### src/irt_pkg.sv
`timescale 1ns / 1ps
// ----------------------------------------------------------------------------
// Interval reservation table package
// Sizes, operation and status codes, and the structs shared by the table
// controller, its storage cells and the port checker.
// ----------------------------------------------------------------------------
package irt_pkg;

    localparam int TABLE_DEPTH = 32;
    localparam int CNT_W       = $clog2(TABLE_DEPTH + 1);
    localparam int SLOT_IDX_W  = 6;
    localparam int TOTAL_W     = 6;
    localparam int CMP_W       = (CNT_W > SLOT_IDX_W) ? CNT_W : SLOT_IDX_W;

    localparam int OP_W   = 2;
    localparam int STAT_W = 3;
    localparam int ID_W   = 16;
    localparam int CH_W   = 8;
    localparam int MIN_W  = 11;

    typedef enum logic [OP_W-1:0] {
        OP_INSERT = 2'd0,
        OP_REMOVE = 2'd1,
        OP_READ   = 2'd2,
        OP_NOP    = 2'd3
    } op_t;

    typedef enum logic [STAT_W-1:0] {
        ST_OK        = 3'd0,
        ST_OVERLAP   = 3'd1,
        ST_FULL      = 3'd2,
        ST_NOT_FOUND = 3'd3,
        ST_BAD_INDEX = 3'd4
    } status_t;

    typedef struct packed {
        logic [ID_W-1:0]  id;
        logic [CH_W-1:0]  channel;
        logic [MIN_W-1:0] start;
        logic [MIN_W-1:0] length;
    } entry_t;

    // Broadcast to every cell
    typedef struct packed {
        op_t    op;
        entry_t ent;
    } req_t;

    // Per-cell control from the table controller
    typedef struct packed {
        logic occupied;
        logic write;
        logic remove_go;
        logic read_sel;
    } cell_cmd_t;

endpackage

### src/irt_cell.sv
`timescale 1ns / 1ps
// ----------------------------------------------------------------------------
// Reservation cell
// Holds one table entry, checks it against the broadcast request for id match
// and time overlap, and takes its upper neighbor's entry on a remove shift.
// ----------------------------------------------------------------------------
module irt_cell (
    input  logic               aclk,
    input  irt_pkg::req_t      req,
    input  irt_pkg::cell_cmd_t cmd,
    input  irt_pkg::entry_t    nbr_entry,
    input  logic               match_above_in,
    output logic               match_above_out,
    output logic               clash,
    output irt_pkg::entry_t    entry_out,
    output irt_pkg::entry_t    read_data
);
    import irt_pkg::*;

    entry_t           entry_reg;
    entry_t           entry_next;
    logic             id_hit;
    logic [MIN_W:0]   a_end;
    logic [MIN_W:0]   b_end;
    logic [MIN_W:0]   lo_end;
    logic [MIN_W-1:0] hi_start;

    assign id_hit          = cmd.occupied && (entry_reg.id == req.ent.id);
    assign match_above_out = match_above_in | id_hit;

    // End times at full width, no wrap
    assign a_end    = {1'b0, req.ent.start} + {1'b0, req.ent.length};
    assign b_end    = {1'b0, entry_reg.start} + {1'b0, entry_reg.length};
    assign lo_end   = (a_end < b_end) ? a_end : b_end;
    assign hi_start = (req.ent.start > entry_reg.start) ? req.ent.start : entry_reg.start;
    assign clash    = cmd.occupied && (entry_reg.channel == req.ent.channel)
                      && (lo_end > {1'b0, hi_start});

    // Shift down when no later entry matches: this cell is at or above the last match
    always_comb begin
        entry_next = entry_reg;
        if (cmd.write) begin
            entry_next = req.ent;
        end else if (cmd.remove_go && !match_above_in) begin
            entry_next = nbr_entry;
        end
    end

    always_ff @(posedge aclk) begin
        entry_reg <= entry_next;
    end

    assign entry_out = entry_reg;
    assign read_data = cmd.read_sel ? entry_reg : '0;

endmodule

### config.mk
export PLATFORM = sky130hd
export DESIGN_NAME = irt_cell
export DESIGN_NICKNAME = d
export VERILOG_FILES = /design/src/irt_pkg.sv /design/src/irt_cell.sv
export SDC_FILE = /design/constraint.sdc
export NUM_CORES = 1
export LEC_CHECK = 0
export ABC_AREA = 1
export ABC_CLOCK_PERIOD_IN_PS = 4000
export BUFFER_PORTS_ARGS = -buffer_cell sky130_fd_sc_hd__buf_4
export CORE_AREA = 2 2 120 122
export DETAILED_ROUTE_END_ITERATION = 7
export DIE_AREA = 0 0 122 124
export PLACE_DENSITY = 0.58
export SETUP_SLACK_MARGIN = 0.3
export SLEW_MARGIN = 20
export SYNTH_ARGS = -nofsm -noshare
export SYNTH_HDL_FRONTEND = slang
export SYNTH_SLANG_ARGS = --single-unit
### constraint.sdc
create_clock -name aclk -period 4 [get_ports aclk]
set_input_delay 0.2 -clock aclk [delete_from_list [all_inputs] [get_ports aclk]]
set_output_delay 0.2 -clock aclk [all_outputs]
set_load 0.03 [all_outputs]
**After elaboration in Yosys (flattened, before gate mapping)**

Index checks and enable logic that the tools add are counted.

- Register bits after elaboration: 46
- Bits of input ports: 100
- Output and inout bits: 94

- $add $sub $neg: 2
- Magnitude comparators: 3
- Equality and inequality tests: 2
- Muxes and demuxes: 5
- Bitwise operators: 1
- Reduce and logical (&&, ||, !) cells: 6

Operators by type and width:

| cell | number |
|---|---|
| 46-bit 2-to-1 mux | 3 |
| 11-bit by 11-bit adder with 12-bit output | 2 |
| 16-bit equality test | 1 |
| 12-bit by 11-bit greater-than comparator with 1-bit output | 1 |
| 12-bit < comparator | 1 |
| 12-bit 2-to-1 mux | 1 |
| 11-bit greater-than comparator | 1 |
| 11-bit 2-to-1 mux | 1 |
| 8-bit equality test | 1 |
| 1-bit logical AND | 4 |
| 2-bit nonzero test | 1 |
| 1-bit logical NOT | 1 |
| 1-bit OR | 1 |

**Longest topological paths before layout**

- Depth in word-level cells: 5
- Mapped depth: 30
- Gate-level depth less buffers: 29

**Worst setup path before layout**

No wires, ideal clock.

- Path type: register to output
- Start point: register entry_reg, in the netlist entry_out[11]
- End point: output port clash
- Arrival time: 4.112 ns
- Setup slack: -0.312 ns
- Stages on the path, launching flop included: 28
- Path buffers: 1
- Path through: edfxtp_1 ha_1 fa_1 nand3_1 nand2_1 a21oi_2 o21ai_1 xor2_1 ha_1 nand2_1 nor4_4 nand2_2 nand2_4 inv_6 buf_12 nand2_1 nand2_1 ha_1 nand2_1 nor2_1 nand2_1 nand2_1 nand2_1 nand2_1 nand2_1 nand2_1 nand2_1 a21oi_1

- Longest elaborated chain between the ends: 5
- Elaborated cells on any way between the ends: 7

RTL lines:

| element | RTL line | source |
|---|---|---|
| start: declaration | irt_cell.sv:20 | `entry_t entry_reg;` |
| start signal: assignment | irt_cell.sv:50 | `entry_reg <= entry_next;` |
| 11-bit by 11-bit adder with 12-bit output | irt_cell.sv:33 | `assign b_end = {1'b0, entry_reg.start} + {1'b0, entry_reg.length};` |
| 12-bit < comparator | irt_cell.sv:34 | `assign lo_end = (a_end < b_end) ? a_end : b_end;` |
| 12-bit 2-to-1 mux | irt_cell.sv:34 |  |
| 12-bit by 11-bit greater-than comparator with 1-bit output (*) | irt_cell.sv:37 | `&& (lo_end > {1'b0, hi_start});` |
| 1-bit logical AND (*) | irt_cell.sv:37 |  |
| end: declaration | irt_cell.sv:14 | `output logic clash,` |

Every way passes the cells marked *; elsewhere a longest branch is shown, timed or not.

**Worst setup path after layout**

- Start point: register entry_reg, in the netlist entry_out[0]
- End point: output port clash

- Longest elaborated chain between the ends: 5

RTL lines:

| element | RTL line |
|---|---|
| 11-bit by 11-bit adder with 12-bit output (*) | irt_cell.sv:33 |
| 12-bit < comparator | irt_cell.sv:34 |
| 12-bit 2-to-1 mux (*) | irt_cell.sv:34 |
| 12-bit by 11-bit greater-than comparator with 1-bit output (*) | irt_cell.sv:37 |
| 1-bit logical AND (*) | irt_cell.sv:37 |

Marked as above.

==> out/summary.txt <==
RSZ-0062 raised after global routing -> yes
hold buffers post-CTS -> 0
Yosys top cell area share -> 28.9%
remaining antenna violation count after routing -> 0
Max Fclk -> 232 MHz
num ports -> 194
HP Class -> input pin to flop
Worst Max-Slew Pin Slew -> 0.951 ns
FF+latch count, synth -> 46
initial antenna violation count -> 0
Vias -> 5129
Root Driver -> clkbuf_16
Die Y -> 124 um
most used cell, CP -> nand2_1
ANT cells -> 0
PortBufs -> 191
Place WS -> -0.0930 ns
first-pass GRT wire length -> 24.3 mm
placed instance count -> 1107
Syn. warnings -> 0
GR Util All Layers -> 20.9%
Leak -> 4.03 nW
Worst slew margin -> 36.4%
drt initial violations -> 268
clk buf depth -> 2
CP max stage delay -> 0.41 ns
maximum VDD drop -> 0.318 mV
CTS tree -> built
PD cells -> 412 mW/mm2
Die W -> 122 um
Die ar. -> 0.0151 mm2
FILL cells -> 1393
Worst Path Required -> 3.80 ns
Post-synth EDFFs -> 46
Routed WL per cell -> 14.3 um
status -> complete, but fails checks
hold wc startpoint -> nbr_entry[25]
DRT Wirelength -> 16.0 mm
crit end category -> output pin
final count of negative-setup-slack endpoints -> 1
Detail Placement HPWL -> 12.8 mm
hold path endpoint -> entry_out[25]$_DFFE_PP_
area of the core -> 0.0137 mm2
final hold vios -> 0
area leader, netlist -> edfxtp_1
Starting Density -> 34.8%
Design Power -> 2.98 mW
final worst setup slack -> -0.312 ns
Layout area overhead -> 51.2%
synthesized area -> 0.00477 mm2
CP top delay family -> adder cells
Worst setup SP type -> flop
Cells on Worst Hold Path -> 3
share of cells above drive strength 1 -> 34.1%
Max stage delay cell, worst path -> edfxtp_1
CTS clk-pin slew, worst paths -> 0.07 ns
max cap viols -> 0
CTS H-tree lvls -> 2
placer congestion estimate -> 0.905
number of detailed-route iterations in the first pass -> 5
CTS sink cnt -> 46
TritonCTS buffer count -> 5
number of flip-flops in the largest register -> 46
Synth top cells by count -> nand2_1, inv_1, ha_1
largest cells by area after synthesis -> edfxtp_1, nand2_1, ha_1
min Tclk post-route -> 4.31 ns
ys async rst share -> 0%
Mapped Cells -> 688
GRT overflow -> 0
fin cells -> 1120
Reg area -> 0.00138 mm2
Critical Path AT -> 4.11 ns
final net count -> 1096
crit path max fanout -> 16
# DRC -> 0
Seq/Total Area, Yosys -> 28.9%
count leader, synth -> nand2_1
failing checks -> setup timing
Slew Limit Fails -> 0
Post-Syn Area per Cell -> 6.94 um2
largest net degree at the start of global routing -> 59
vias in the first global route -> 4822
vias per inst -> 4.58
area of the multi-input gates -> 0.00305 mm2
fin crit share -> 108%
Core Rows -> 43
Crit Path Category -> flop to output pin
Yosys cell types -> 37
Primary FF master, synth -> edfxtp_1
Crit path buffers/inverters -> 3
Syn Nets -> 845
## placed cells by master, fill, tap and decap left out, types with 2 or more instances in the layout
cell,instances
o21ai_1,18
ha_1,48
nand3_1,17
nor2_2,2
xnor2_1,11
nand2_2,15
edfxtp_1,46
a21oi_1,26
buf_4,261
xor2_2,3
nand4_1,7
inv_1,107
a21oi_2,4
ha_4,6
a21oi_4,2
xor2_1,12
nor2_1,25
o21bai_1,2
o21ai_2,8
nand3_2,2
a21o_1,3
nor4_1,3
nor3_1,2
nand2_1,253
o22ai_1,2
o2111ai_1,2
clkbuf_16,5
o21ai_0,29
inv_8,2
## worst max-delay path by stage
| stage | start | endpoint | slack, ns | depth (start not counted) |
|---|---|---|---|---|
| final | entry_out[0]$_DFFE_PP_ | clash | -0.31 | 27 |
| after floorplan | entry_out[11]$_DFFE_PP_ | clash | -0.03 | 29 |
| after global placement | entry_out[2]$_DFFE_PP_ | clash | -0.09 | 26 |
| after detailed placement | entry_out[0]$_DFFE_PP_ | clash | -0.09 | 27 |
| after CTS | entry_out[0]$_DFFE_PP_ | clash | -0.30 | 27 |
| after global routing | entry_out[0]$_DFFE_PP_ | clash | -0.67 | 30 |
## power breakdown
group	leakage (nW)	total (mW)	switching (mW)	internal (mW)
clock network	0.0819	0.522	0.221	0.300
registers	0.461	0.658	0.0589	0.599
logic	3.49	1.80	1.02	0.775
total	4.03	2.98	1.30	1.67
## logic make-up after synthesis
group | synth area share [%]
AND/OR/NAND/NOR | 28.3
AO/OA/AOI/OAI | 11.9
adder cells (fa/ha/maj) | 15.3
buffers and inverters | 10.6
XOR/XNOR | 4.93
flip-flops | 28.9
## metrics by stage
| step | instance area, um2 | hold WS [ns] | TNS, ns | util [%] |
|---|---|---|---|---|
| final | 7220 | 0.147 | -0.312 | 52.6 |
| after global routing | 7220 | 0.147 | -0.666 | 52.6 |
| after CTS | 7170 | 0.142 | -0.297 | 52.2 |
| after detailed placement | 6870 | 0.466 | -0.0930 | 50.1 |
| after global placement | 6870 | 0.463 | -0.0859 | 50.1 |
| after floorplan | 4800 | 0.379 | -0.0296 | - |
## routing by layer
metal	vias up	GRT usage (%)	share of wire [%]
met2	150	34.8	48
met1	2243	28.0	45
met3	21	3.11	5.3
li1	2715	-	-
met5	-	0	0
met4	0	6.25	1.9
## timing repair
item	CTS	global route
setup endpoints to repair	1	1
buffers inserted	3	2
pin swaps	15	11
gates cloned	0	0
gates resized for setup	19	8
## cell type report
cell class,instances,share of cell area [%]
clock buffers,5,1.73
clock inverters,3,0.676
inverters,110,5.83
multi-input cells,514,42.2
flip-flops and latches,46,19.1
well taps,180,3.12
repair buffers,262,27.3
No activity file was read; power rests on OpenSTA's default activity.
